$ cat config.mk
export PLATFORM = sky130hd
export DESIGN_NAME = synth_freq_word_from_channel
export DESIGN_NICKNAME = d
export VERILOG_FILES = /design/src/rtl/core/sfw_pkg.sv /design/src/rtl/core/sfw_divider.sv /design/src/rtl/core/synth_freq_word_from_channel.sv
export SDC_FILE = /design/constraint.sdc
export NUM_CORES = 2
export LEC_CHECK = 0
export ABC_AREA = 1
export BUFFER_PORTS_ARGS = -buffer_cell sky130_fd_sc_hd__buf_2
export CAP_MARGIN = 20
export CELL_PAD_IN_SITES_DETAIL_PLACEMENT = 1
export CELL_PAD_IN_SITES_GLOBAL_PLACEMENT = 1
export CORE_MARGIN = 2
export CORE_UTILIZATION = 54
export CTS_CLUSTER_SIZE = 25
export DETAILED_ROUTE_END_ITERATION = 7
export GPL_ROUTABILITY_DRIVEN = 0
export PLACE_DENSITY = 0.94
export SETUP_SLACK_MARGIN = 0.15
export SLEW_MARGIN = 10
export SYNTH_ARGS = -nofsm -noshare
export SYNTH_HDL_FRONTEND = slang
export SYNTH_SLANG_ARGS = --single-unit
$ cat constraint.sdc
create_clock -name clk -period 12.01 [get_ports clk]
set_input_delay 2.402 -clock clk [delete_from_list [all_inputs] [get_ports clk]]
set_output_delay 2.402 -clock clk [all_outputs]
set_load 0.005 [all_outputs]
$ cat src/rtl/core/sfw_pkg.sv
package sfw_pkg;

  // widths of the configuration and item fields
  localparam int CENTER_W  = 20;
  localparam int SPACING_W = 16;
  localparam int LODIV_W   = 5;
  localparam int XTAL_W    = 16;
  localparam int CHAN_W    = 16;
  localparam int WORD_W    = 24;
  localparam int CFG_IDX_W = 2;
  localparam int CFG_DATA_W = 20;

  // datapath widths
  localparam int WORK_W  = 32;
  localparam int RF_W    = 20;
  localparam int UNIT_W  = 17;
  localparam int LDP_W   = 25;
  localparam int CNT_W   = 4;
  localparam int SLICE_W = 2;
  localparam int DIGIT_W = 4;

  // configuration register indexes
  localparam logic [CFG_IDX_W-1:0] REG_CENTER  = 2'd0;
  localparam logic [CFG_IDX_W-1:0] REG_SPACING = 2'd1;
  localparam logic [CFG_IDX_W-1:0] REG_LODIV   = 2'd2;
  localparam logic [CFG_IDX_W-1:0] REG_XTAL    = 2'd3;

  // register values after reset
  localparam logic [CENTER_W-1:0]  CENTER_RST  = 20'd0;
  localparam logic [SPACING_W-1:0] SPACING_RST = 16'd2000;
  localparam logic [LODIV_W-1:0]   LODIV_RST   = 5'd4;
  localparam logic [XTAL_W-1:0]    XTAL_RST    = 16'd40000;

  // arithmetic constants
  localparam logic [WORK_W-1:0]  RF_LIMIT    = 32'd1048575;
  localparam logic [XTAL_W-1:0]  XTAL_MIN    = 16'd1000;
  localparam logic [RF_W-1:0]    SMALL_LIMIT = 20'd1000;
  localparam logic [DIGIT_W-1:0] ROUND_DIGIT = 4'd5;
  // x / 10 for any 32-bit x is (x * RECIP10) >> DIV10_SHIFT
  localparam logic [WORK_W-1:0]  RECIP10     = 32'hCCCC_CCCD;
  localparam int                 DIV10_SHIFT = 35;

  // divider: two quotient bits per cycle over the 32-bit dividend
  localparam int                DIV_BITS_PER_STEP = 2;
  localparam logic [CNT_W-1:0]  DIV_LAST = CNT_W'(WORK_W / DIV_BITS_PER_STEP - 1);

  typedef struct packed {
    logic load;
    logic step;
  } div_ctl_t;

  // microcode
  typedef enum logic [4:0] {
    OP_NONE,
    OP_MUL_CS,
    OP_DIV10,
    OP_ADD_CENTER,
    OP_INIT,
    OP_SLICE_INIT,
    OP_SUB_UNIT,
    OP_PREP,
    OP_DIV_START,
    OP_DIV_STEP,
    OP_DIV_END,
    OP_DIV10_DEC,
    OP_ROUND,
    OP_ACCUM,
    OP_NEXT,
    OP_EMIT_OK,
    OP_EMIT_ERR
  } op_t;

  typedef enum logic [3:0] {
    C_NEVER,
    C_ALWAYS,
    C_RANGE,
    C_RF_ZERO,
    C_RF_GE_UNIT,
    C_HZ_ZERO,
    C_CNT_NZ,
    C_CNT_ZERO,
    C_K_ZERO,
    C_OUT_BLOCK
  } cond_t;

  localparam int STEP_W   = 5;
  localparam int PROG_LEN = 18;
  typedef logic [STEP_W-1:0] step_t;

  localparam step_t S_MUL      = 5'd0;
  localparam step_t S_DIV_CS   = 5'd1;
  localparam step_t S_ADD      = 5'd2;
  localparam step_t S_INIT     = 5'd3;
  localparam step_t S_SLICE    = 5'd4;
  localparam step_t S_SUB      = 5'd5;
  localparam step_t S_PREP     = 5'd6;
  localparam step_t S_DSTART   = 5'd7;
  localparam step_t S_DSTEP    = 5'd8;
  localparam step_t S_DEND     = 5'd9;
  localparam step_t S_PRE_CHK  = 5'd10;
  localparam step_t S_PRE_DIV  = 5'd11;
  localparam step_t S_LAST_DIV = 5'd12;
  localparam step_t S_ROUND    = 5'd13;
  localparam step_t S_ACCUM    = 5'd14;
  localparam step_t S_NEXT     = 5'd15;
  localparam step_t S_FIN      = 5'd16;
  localparam step_t S_ERR      = 5'd17;

  typedef struct packed {
    op_t   op;
    cond_t cond;
    step_t target;
    logic  last;
  } ctrl_t;

  // control store: jump to target when cond holds, else fall through
  function automatic ctrl_t program_word(input step_t s);
    ctrl_t w;
    case (s)
      S_MUL:      w = '{op: OP_MUL_CS,     cond: C_NEVER,     target: S_MUL,      last: 1'b0};
      S_DIV_CS:   w = '{op: OP_DIV10,      cond: C_NEVER,     target: S_MUL,      last: 1'b0};
      S_ADD:      w = '{op: OP_ADD_CENTER, cond: C_NEVER,     target: S_MUL,      last: 1'b0};
      S_INIT:     w = '{op: OP_INIT,       cond: C_RANGE,     target: S_ERR,      last: 1'b0};
      S_SLICE:    w = '{op: OP_SLICE_INIT, cond: C_RF_ZERO,   target: S_FIN,      last: 1'b0};
      S_SUB:      w = '{op: OP_SUB_UNIT,   cond: C_RF_GE_UNIT, target: S_SUB,     last: 1'b0};
      S_PREP:     w = '{op: OP_PREP,       cond: C_HZ_ZERO,   target: S_NEXT,     last: 1'b0};
      S_DSTART:   w = '{op: OP_DIV_START,  cond: C_NEVER,     target: S_MUL,      last: 1'b0};
      S_DSTEP:    w = '{op: OP_DIV_STEP,   cond: C_CNT_NZ,    target: S_DSTEP,    last: 1'b0};
      S_DEND:     w = '{op: OP_DIV_END,    cond: C_K_ZERO,    target: S_ACCUM,    last: 1'b0};
      S_PRE_CHK:  w = '{op: OP_NONE,       cond: C_CNT_ZERO,  target: S_LAST_DIV, last: 1'b0};
      S_PRE_DIV:  w = '{op: OP_DIV10_DEC,  cond: C_ALWAYS,    target: S_PRE_CHK,  last: 1'b0};
      S_LAST_DIV: w = '{op: OP_DIV10,      cond: C_NEVER,     target: S_MUL,      last: 1'b0};
      S_ROUND:    w = '{op: OP_ROUND,      cond: C_NEVER,     target: S_MUL,      last: 1'b0};
      S_ACCUM:    w = '{op: OP_ACCUM,      cond: C_NEVER,     target: S_MUL,      last: 1'b0};
      S_NEXT:     w = '{op: OP_NEXT,       cond: C_ALWAYS,    target: S_SLICE,    last: 1'b0};
      S_FIN:      w = '{op: OP_EMIT_OK,    cond: C_OUT_BLOCK, target: S_FIN,      last: 1'b1};
      S_ERR:      w = '{op: OP_EMIT_ERR,   cond: C_OUT_BLOCK, target: S_ERR,      last: 1'b1};
      default:    w = '{op: OP_NONE,       cond: C_NEVER,     target: S_MUL,      last: 1'b1};
    endcase
    return w;
  endfunction

  // decimal slice size for slice index k
  function automatic logic [UNIT_W-1:0] slice_unit(input logic [SLICE_W-1:0] k);
    logic [UNIT_W-1:0] u;
    case (k)
      2'd0:    u = 17'd100000;
      2'd1:    u = 17'd10000;
      2'd2:    u = 17'd1000;
      default: u = 17'd100;
    endcase
    return u;
  endfunction

endpackage

$ cat src/rtl/core/sfw_divider.sv
module sfw_divider (
  input  logic                           clk,
  input  sfw_pkg::div_ctl_t              ctl,
  input  logic [sfw_pkg::WORK_W-1:0]     dividend,
  input  logic [sfw_pkg::XTAL_W-1:0]     divisor,
  output logic [sfw_pkg::WORK_W-1:0]     quotient
);

  logic [sfw_pkg::XTAL_W-1:0] rem;
  logic [sfw_pkg::WORK_W-1:0] q;

  logic [sfw_pkg::XTAL_W:0]   r1, r2, d1, d2;
  logic                       ge1, ge2;
  logic [sfw_pkg::XTAL_W-1:0] rem1, rem2;
  logic [sfw_pkg::WORK_W-1:0] q1, q2;

  // two restoring steps per cycle, quotient bits shift in from the right
  always_comb begin
    r1   = {rem, q[sfw_pkg::WORK_W-1]};
    d1   = r1 - {1'b0, divisor};
    ge1  = (r1 >= {1'b0, divisor});
    rem1 = ge1 ? d1[sfw_pkg::XTAL_W-1:0] : r1[sfw_pkg::XTAL_W-1:0];
    q1   = {q[sfw_pkg::WORK_W-2:0], ge1};
    r2   = {rem1, q1[sfw_pkg::WORK_W-1]};
    d2   = r2 - {1'b0, divisor};
    ge2  = (r2 >= {1'b0, divisor});
    rem2 = ge2 ? d2[sfw_pkg::XTAL_W-1:0] : r2[sfw_pkg::XTAL_W-1:0];
    q2   = {q1[sfw_pkg::WORK_W-2:0], ge2};
  end

  always_ff @(posedge clk) begin
    if (ctl.load) begin
      rem <= '0;
      q   <= dividend;
    end else if (ctl.step) begin
      rem <= rem2;
      q   <= q2;
    end
  end

  assign quotient = q;

endmodule

$ cat src/rtl/core/synth_freq_word_from_channel.sv
// Turns a channel number into the 24-bit synthesizer frequency word. One item is
// worked on at a time by a small microcoded sequencer: the target RF is formed as
// center + channel * spacing / 10, checked against 1048575 kHz, then split into
// decimal slices of 100000, 10000 and 1000 kHz plus a remainder, and each slice
// is scaled by lo_divider * 65536 / xtal through a shared divider that yields two
// quotient bits per cycle. An item out of range goes straight to an error word and a
// zero target straight to the result; the work on each nonzero slice is set mostly
// by the divide, by the subtract loop that peels off its decimal digit and by the
// divides by ten of the later slices. The result sits in an output register, so the
// next item can be taken while it waits. Configuration writes take effect at once
// and are meant to happen only while the block is idle.
module synth_freq_word_from_channel (
  input  logic                              clk,
  input  logic                              rst,
  // configuration
  input  logic                              cfg_write,
  input  logic [sfw_pkg::CFG_IDX_W-1:0]     cfg_index,
  input  logic [sfw_pkg::CFG_DATA_W-1:0]    cfg_data,
  // channel items
  input  logic                              chan_valid,
  output logic                              chan_stall,
  input  logic [sfw_pkg::CHAN_W-1:0]        channel,
  // frequency word items
  output logic                              word_valid,
  input  logic                              word_stall,
  output logic [sfw_pkg::WORD_W-1:0]        freq_word,
  output logic                              range_error
);

  // configuration registers
  logic [sfw_pkg::CENTER_W-1:0]  center_freq_khz;
  logic [sfw_pkg::SPACING_W-1:0] spacing_100hz;
  logic [sfw_pkg::LODIV_W-1:0]   lo_divider;
  logic [sfw_pkg::XTAL_W-1:0]    xtal_khz;

  // sequencer
  logic                  busy;
  sfw_pkg::step_t        pc;
  sfw_pkg::ctrl_t        cw;
  logic                  take;
  logic                  out_block;
  logic                  emit_fire;

  // datapath registers
  logic [sfw_pkg::CHAN_W-1:0]  chan_q;
  logic [sfw_pkg::WORK_W-1:0]  work;
  logic [sfw_pkg::WORK_W-1:0]  prev;
  logic [sfw_pkg::RF_W-1:0]    rf;
  logic [sfw_pkg::RF_W-1:0]    hz;
  logic [sfw_pkg::WORD_W-1:0]  sum;
  logic [sfw_pkg::XTAL_W-1:0]  xt;
  logic [sfw_pkg::SLICE_W-1:0] k;
  logic [sfw_pkg::CNT_W-1:0]   cnt;
  logic                        small_slice;

  // datapath logic
  logic [sfw_pkg::WORK_W-1:0]   cs_prod;
  logic [sfw_pkg::LDP_W-1:0]    ld_prod;
  logic                         small_c;
  logic [sfw_pkg::WORK_W-1:0]   mul10_in;
  logic [2*sfw_pkg::WORK_W-1:0] mul10_prod;
  logic [sfw_pkg::WORK_W-1:0]   q10;
  logic [sfw_pkg::UNIT_W-1:0]   unit;
  logic [sfw_pkg::RF_W-1:0]     unit_ext;
  logic                         rf_ge_unit;
  logic [sfw_pkg::WORK_W-1:0]   ten_x;
  logic [sfw_pkg::WORK_W-1:0]   digit_wide;
  logic                         round_up;
  logic [sfw_pkg::XTAL_W-1:0]   xt_init;
  logic [sfw_pkg::WORK_W-1:0]   quo;
  sfw_pkg::div_ctl_t            div_ctl;

  assign cw = sfw_pkg::program_word(pc);

  // arithmetic around the work register
  assign cs_prod    = sfw_pkg::WORK_W'(chan_q) * sfw_pkg::WORK_W'(spacing_100hz);
  assign ld_prod    = sfw_pkg::LDP_W'(hz) * sfw_pkg::LDP_W'(lo_divider);
  assign small_c    = (hz < sfw_pkg::SMALL_LIMIT);
  assign mul10_in   = (cw.op == sfw_pkg::OP_NEXT) ? {{(sfw_pkg::WORK_W-sfw_pkg::XTAL_W){1'b0}}, xt}
                                                  : work;
  assign mul10_prod = {{sfw_pkg::WORK_W{1'b0}}, mul10_in} *
                      {{sfw_pkg::WORK_W{1'b0}}, sfw_pkg::RECIP10};
  assign q10        = sfw_pkg::WORK_W'(mul10_prod[2*sfw_pkg::WORK_W-1:sfw_pkg::DIV10_SHIFT]);
  assign unit       = sfw_pkg::slice_unit(k);
  assign unit_ext   = sfw_pkg::RF_W'(unit);
  assign rf_ge_unit = (rf >= unit_ext);
  assign ten_x      = {work[sfw_pkg::WORK_W-4:0], 3'b000} + {work[sfw_pkg::WORK_W-2:0], 1'b0};
  assign digit_wide = prev - ten_x;
  assign round_up   = (digit_wide[sfw_pkg::DIGIT_W-1:0] > sfw_pkg::ROUND_DIGIT);
  assign xt_init    = (xtal_khz < sfw_pkg::XTAL_MIN) ? sfw_pkg::XTAL_MIN : xtal_khz;

  // jump conditions
  always_comb begin
    case (cw.cond)
      sfw_pkg::C_NEVER:      take = 1'b0;
      sfw_pkg::C_ALWAYS:     take = 1'b1;
      sfw_pkg::C_RANGE:      take = (work > sfw_pkg::RF_LIMIT);
      sfw_pkg::C_RF_ZERO:    take = (rf == '0);
      sfw_pkg::C_RF_GE_UNIT: take = rf_ge_unit;
      sfw_pkg::C_HZ_ZERO:    take = (hz == '0);
      sfw_pkg::C_CNT_NZ:     take = (cnt != '0);
      sfw_pkg::C_CNT_ZERO:   take = (cnt == '0);
      sfw_pkg::C_K_ZERO:     take = (k == '0);
      sfw_pkg::C_OUT_BLOCK:  take = out_block;
      default:               take = 1'b0;
    endcase
  end

  assign out_block = word_valid & word_stall;
  assign emit_fire = busy & ~out_block &
                     ((cw.op == sfw_pkg::OP_EMIT_OK) | (cw.op == sfw_pkg::OP_EMIT_ERR));
  assign chan_stall = busy;

  // shared divider, dividend from the work register, divisor the scaled crystal
  assign div_ctl.load = busy & (cw.op == sfw_pkg::OP_DIV_START);
  assign div_ctl.step = busy & (cw.op == sfw_pkg::OP_DIV_STEP);

  sfw_divider u_div (
    .clk      (clk),
    .ctl      (div_ctl),
    .dividend (work),
    .divisor  (xt),
    .quotient (quo)
  );

  // configuration writes
  always_ff @(posedge clk) begin
    if (rst) begin
      center_freq_khz <= sfw_pkg::CENTER_RST;
      spacing_100hz   <= sfw_pkg::SPACING_RST;
      lo_divider      <= sfw_pkg::LODIV_RST;
      xtal_khz        <= sfw_pkg::XTAL_RST;
    end else if (cfg_write) begin
      case (cfg_index)
        sfw_pkg::REG_CENTER:  center_freq_khz <= cfg_data;
        sfw_pkg::REG_SPACING: spacing_100hz   <= cfg_data[sfw_pkg::SPACING_W-1:0];
        sfw_pkg::REG_LODIV:   lo_divider      <= cfg_data[sfw_pkg::LODIV_W-1:0];
        sfw_pkg::REG_XTAL:    xtal_khz        <= cfg_data[sfw_pkg::XTAL_W-1:0];
        default: ;
      endcase
    end
  end

  // step counter and output valid
  always_ff @(posedge clk) begin
    if (rst) begin
      busy       <= 1'b0;
      pc         <= sfw_pkg::S_MUL;
      word_valid <= 1'b0;
    end else begin
      if (word_valid && !word_stall) begin
        word_valid <= 1'b0;
      end
      if (emit_fire) begin
        word_valid <= 1'b1;
      end
      if (!busy) begin
        if (chan_valid) begin
          busy <= 1'b1;
          pc   <= sfw_pkg::S_MUL;
        end
      end else if (take) begin
        pc <= cw.target;
      end else if (cw.last) begin
        busy <= 1'b0;
      end else begin
        pc <= pc + 1'b1;
      end
    end
  end

  // datapath, driven by the current control word
  always_ff @(posedge clk) begin
    if (!busy && chan_valid) begin
      chan_q <= channel;
    end
    if (emit_fire) begin
      freq_word   <= (cw.op == sfw_pkg::OP_EMIT_OK) ? sum : '0;
      range_error <= (cw.op == sfw_pkg::OP_EMIT_ERR);
    end
    if (busy) begin
      case (cw.op)
        sfw_pkg::OP_MUL_CS: begin
          work <= cs_prod;
        end
        sfw_pkg::OP_DIV10: begin
          prev <= work;
          work <= q10;
        end
        sfw_pkg::OP_ADD_CENTER: begin
          work <= work + sfw_pkg::WORK_W'(center_freq_khz);
        end
        sfw_pkg::OP_INIT: begin
          rf  <= work[sfw_pkg::RF_W-1:0];
          sum <= '0;
          k   <= '0;
          xt  <= xt_init;
        end
        sfw_pkg::OP_SLICE_INIT: begin
          // a remainder below 1000 kHz is taken whole
          if (rf < sfw_pkg::SMALL_LIMIT) begin
            hz <= rf;
            rf <= '0;
          end else begin
            hz <= '0;
          end
        end
        sfw_pkg::OP_SUB_UNIT: begin
          if (rf_ge_unit) begin
            rf <= rf - unit_ext;
            hz <= hz + unit_ext;
          end
        end
        sfw_pkg::OP_PREP: begin
          small_slice <= small_c;
          work  <= small_c ? {ld_prod[sfw_pkg::XTAL_W-1:0], {sfw_pkg::XTAL_W{1'b0}}}
                           : sfw_pkg::WORK_W'(ld_prod);
        end
        sfw_pkg::OP_DIV_START: begin
          cnt <= sfw_pkg::DIV_LAST;
        end
        sfw_pkg::OP_DIV_STEP: begin
          cnt <= cnt - 1'b1;
        end
        sfw_pkg::OP_DIV_END: begin
          // large slices are scaled by 65536 after the divide
          work <= small_slice ? quo : {quo[sfw_pkg::XTAL_W-1:0], {sfw_pkg::XTAL_W{1'b0}}};
          cnt  <= sfw_pkg::CNT_W'(k) - 1'b1;
        end
        sfw_pkg::OP_DIV10_DEC: begin
          work <= q10;
          cnt  <= cnt - 1'b1;
        end
        sfw_pkg::OP_ROUND: begin
          work <= work + sfw_pkg::WORK_W'(round_up);
        end
        sfw_pkg::OP_ACCUM: begin
          sum <= sum + work[sfw_pkg::WORD_W-1:0];
        end
        sfw_pkg::OP_NEXT: begin
          k  <= k + 1'b1;
          xt <= q10[sfw_pkg::XTAL_W-1:0];
        end
        default: ;
      endcase
    end
  end

  // checks
  a_err_word_zero: assert property (@(posedge clk) disable iff (rst)
    word_valid && range_error |-> freq_word == '0)
    else $error("range error item carries a nonzero word");

  a_emit_from_program: assert property (@(posedge clk) disable iff (rst)
    $rose(word_valid) |-> $past(busy))
    else $error("item produced without an active program");

  a_div_full_length: assert property (@(posedge clk) disable iff (rst)
    busy && cw.op == sfw_pkg::OP_DIV_END |-> $past(cw.op) == sfw_pkg::OP_DIV_STEP &&
                                              $past(cnt) == '0)
    else $error("divide ended before all quotient bits were formed");

  a_pc_range: assert property (@(posedge clk) disable iff (rst)
    busy |-> pc < sfw_pkg::STEP_W'(sfw_pkg::PROG_LEN))
    else $error("step counter outside the program");

endmodule

==> flow_summary.toml, run 1 <==
[clock_network]
cts_hold_buffers = 0
clk_path_buf_depth = 3
cts.sinks = 291
htreeDepth = 2
ctsResizeCount = 0
post_cts_buffers = 0
cts_root_buf = "clkbuf_16"
cts_buffers = 37

[yosys]
ys_ff_latch = 291
syn_nets = 7456
synth_top_area_frac = 0.264
syn_inst = 6179
synth_edf_count = 196
avgSynthCellArea_um2 = 7.88
synth_area_um2 = 48700
synthFlopType = "edfxtp_1"
synth_area_leaders = "fa_1 26%, ha_1 15%, edfxtp_1 12%, inv_1 12%, nand2_1 8.6%"
yosysTopAreaCell = "fa_1"
seq_area_frac_synth = 0.160
ys_types = 68
ys_warn_count = 0
synthArstFlopShare = 0

[status]
outcome = "aborted with a tool error"
first-error = "[ERROR GRT-0232] Routing congestion too high. Check the congestion heatmap in the GUI."
stop_stage = "global routing (5_1_grt)"

[sta]
worstEpCategory = "sequential cell input"
repair-timing-grt-worst-ep = "xt[9]$_DFFE_PP_/D"

[global_route]
grt_overflow = 42
track_usage = 0.697
grt_max_degree = 64
antenna_found_initial = 50

[die]
ioPinCount = 70
die-width_um = 304
fp-row-count = 110
initial_core_util = 0.543
die_h_um = 304

[placement]
place_ws_ns = 2.52
hpwl_um = 172000
port_buffers = 69
## cell usage after synthesis (13+ instances only)
| cell type | n |
|---|---|
| o21bai_1 | 29 |
| o22ai_1 | 17 |
| fa_1 | 641 |
| nand2_1 | 1113 |
| a21oi_1 | 367 |
| a21o_1 | 18 |
| nor4_1 | 15 |
| inv_2 | 16 |
| nand4_1 | 43 |
| a31oi_1 | 13 |
| ha_1 | 593 |
| xor2_1 | 96 |
| nor3_1 | 32 |
| o21a_1 | 33 |
| nand3b_1 | 16 |
| inv_1 | 1522 |
| o21ai_0 | 344 |
| clkbuf_1 | 132 |
| xnor2_1 | 54 |
| nand3_1 | 202 |
| dfxtp_1 | 95 |
| nor2_1 | 408 |
| or2_2 | 22 |
| o21ai_1 | 28 |
| edfxtp_1 | 196 |
| o211ai_1 | 15 |
## layer usage
metal	track usage	overflow
met3	0.574	5
met2	0.857	20
met5	0.416	0
met4	0.665	16
met1	0.678	1
## kinds of logic after synthesis
logic type / count (synthesis) / share of synthesized area
compound gates: 929 / 0.106
xor+xnor: 150 / 0.0270
fa+ha+maj: 1234 / 0.416
buf+inv: 1687 / 0.131
flops: 291 / 0.160
mux: 1 / 0.000231
simple gates: 1887 / 0.161
## metrics by stage
step	cells	util	instance area, µm²	hold WS, ns
2_1_floorplan	6179	-	48700	0.425
3_5_place_dp	7305	0.559	50200	0.453
3_3_place_gp	7304	0.559	50200	0.441
4_1_cts	7373	0.573	51400	0.468
==> run 2, diff against run 1 <==
--- a/config.mk
+++ b/config.mk
@@ -8,15 +8,11 @@
 export ABC_AREA = 1
 export BUFFER_PORTS_ARGS = -buffer_cell sky130_fd_sc_hd__buf_2
 export CAP_MARGIN = 20
-export CELL_PAD_IN_SITES_DETAIL_PLACEMENT = 1
-export CELL_PAD_IN_SITES_GLOBAL_PLACEMENT = 1
 export CORE_MARGIN = 2
-export CORE_UTILIZATION = 54
-export CTS_CLUSTER_SIZE = 25
+export CORE_UTILIZATION = 40
 export DETAILED_ROUTE_END_ITERATION = 7
 export GPL_ROUTABILITY_DRIVEN = 0
-export PLACE_DENSITY = 0.94
-export SETUP_SLACK_MARGIN = 0.15
+export PLACE_DENSITY_LB_ADDON = 0.15
 export SLEW_MARGIN = 10
 export SYNTH_ARGS = -nofsm -noshare
 export SYNTH_HDL_FRONTEND = slang
==> run 2 against run 1 <==
  * The flow now finishes without violations
  * Area after synthesis stayed put
  * Synthesized cell count did not move
==> flow_summary.toml, run 2 <==
[yosys]
synthArstFlopShare = 0
seq_area_frac_synth = 0.160
synth_top_area_frac = 0.264
synth.most_common_cell = "inv_1"
synth_area_um2 = 48700
ys_ff_latch = 291
ys_top_cells_by_count = "1522 x inv_1, 1113 x nand2_1, 641 x fa_1, 593 x ha_1, 408 x nor2_1"
avgSynthCellArea_um2 = 7.88
syn_inst = 6179
synth_area_leaders = "fa_1 26%, ha_1 15%, edfxtp_1 12%, inv_1 12%, nand2_1 8.6%"
synthFlopType = "edfxtp_1"
ys_types = 68
syn_nets = 7456
yosysTopAreaCell = "fa_1"
synth_edf_count = 196
ys_warn_count = 0

[die]
coreArea_um2 = 121000
die_h_um = 353
initial_core_util = 0.402
die-width_um = 353
fp-row-count = 128
ioPinCount = 70
die-area_um2 = 125000

[placement]
hpwl_um = 140000
port_buffers = 69
dp.cells = 7762

[clock_network]
cts.sinks = 291
clock_latency_ns = 0.60
cts_tree = "built"
cts_hold_buffers = 0
cts.clk_slew.worst_paths_ns = 0.06
htreeDepth = 2
cts_root_buf = "clkbuf_16"
ctsResizeCount = 0
clk_path_buf_depth = 3
post_cts_buffers = 0
cts_buffers = 37

[final_layout]
fill_cells = 12439
area_delta_synth_final_pct = 7.18
layout_commonest_cell = "inv_1"
post-route-util = 0.430
final_cell_mix = "1522 x inv_1, 1112 x nand2_1, 641 x fa_1"
fin_nets = 7456
drive_above_1_share = 0.0399
layoutNonFillerInstCount = 7836

[setup_path]
cp_num_buf_inv = 6
endpoint_kind = "flop"
critPathArrivalTime_ns = 9.62
reg2regPathDepth = 30
crit_path_frequent_cell = "fa_1"
cp-startpoint = "cw[14]"
critical_path.top_delay_family = "adder cells"
worst-path-stages = 30
max_stage_delay_ns = 0.68
timing.rr.end = "work[19]"
cp_max_fo = 51
worst_setup_path_start_kind = "flop"
endpoint = "work[19]"
rrSetupSlack_ns = 2.72
required_ns = 12.34
reg2reg_from = "cw[14]"
cpMaxStageDelayCell = "o21ai_1"
worst-setup-path-type = "reg2reg"

[route]
detailedRoute.firstIterationViolations = 3396
viasPerCell = 5.17
ant_nets = 0
route.detailed.drc = 0
routedWlPerCell_um = 21.0
drt-pass1-iter-count = 6
drt-total-wl_um = 164000
vias = 40486

[hold_path]
hold_class = "reg2reg"
hold_start = "center_freq_khz[9]"
hold_depth = 2

[sta]
finalSetupViolations = 0
relSlewSlack = 0.243
finalHoldViolCount = 0
post-route-period-util = 0.773
rsz0062_at_grt = "false"
fin_skew_ns = 0.0327
timing.final.crit_period_ns = 9.29
fmax_ghz = 0.108
timing.setup.tns_ns = 0
slew_viol_final = 0
worstMarginPinSlew_ns = 1.13
hold_ws_ns = 0.459

[global_route]
grt_pass1_vias = 40579
antenna_found_initial = 9
grt_max_degree = 64
grt_pass1_wl_um = 252000
track_usage = 0.266
grt_overflow = 0

[status]
outcome = "completed"

[run]
drv_cap = 0
## run 2: cell counts after synthesis
No cell type changed its count.
## run 2: through the flow
step / cell area [µm²] / worst slack, ns
floorplan: 48700 / 4.59
global placement: 50800 / 2.94
detailed placement: 50800 / 2.88
CTS: 52100 / 2.83
global route: 52200 / 2.34
finish: 52200 / 2.72
## run 2: per-layer routing
metal | vias up | part of all wire | global-route usage
met1 | 19581 | 0.46 | 0.382
met3 | 238 | 0.079 | 0.0502
met5 | - | 0.00041 | 0
met4 | 10 | 0.035 | 0.0834
li1 | 19225 | - | -
met2 | 1432 | 0.43 | 0.404
## run 2: final cells by class
class | count | area [µm²] | area share
multi-input cells | 4201 | 34600 | 0.663
flip-flops and latches | 291 | 7790 | 0.149
clock inverters | 20 | 226 | 0.00434
repair buffers | 109 | 697 | 0.0134
clock buffers | 48 | 1070 | 0.0206
well taps | 1625 | 2030 | 0.0390
inverters | 1539 | 5780 | 0.111
diodes | 3 | 7.51 | 0.000144
## run 2: worst reg2reg max path, delay by kind of cell, from the launching register on
family                     cells  cell delay, ns
adders and majority gates      9            4.19
AOI/OAI and AO/OA              7            2.09
buffers and inverters          6            1.18
and+or+nand+nor                7            1.01
DFF                            1            0.36
xor gates and xnor gates       1            0.21
## run 2: cell families after synthesis
kind of cell	after synthesis	share of synthesized area
compound gates	929	0.106
fa+ha+maj	1234	0.416
flops	291	0.160
mux	1	0.000231
simple gates	1887	0.161
xor+xnor	150	0.0270
buf+inv	1687	0.131
## run 2: how the worst min path moves through the flow
stage	to
floorplan	xtal_khz[0]
global placement	center_freq_khz[2]
detailed placement	center_freq_khz[7]
CTS	center_freq_khz[7]
global route	center_freq_khz[7]
finish	center_freq_khz[9]
Power of run 2 is left out: the tool's default activity adds up to more than one toggle a clock period on the data nets, which glitch-free logic cannot reach.
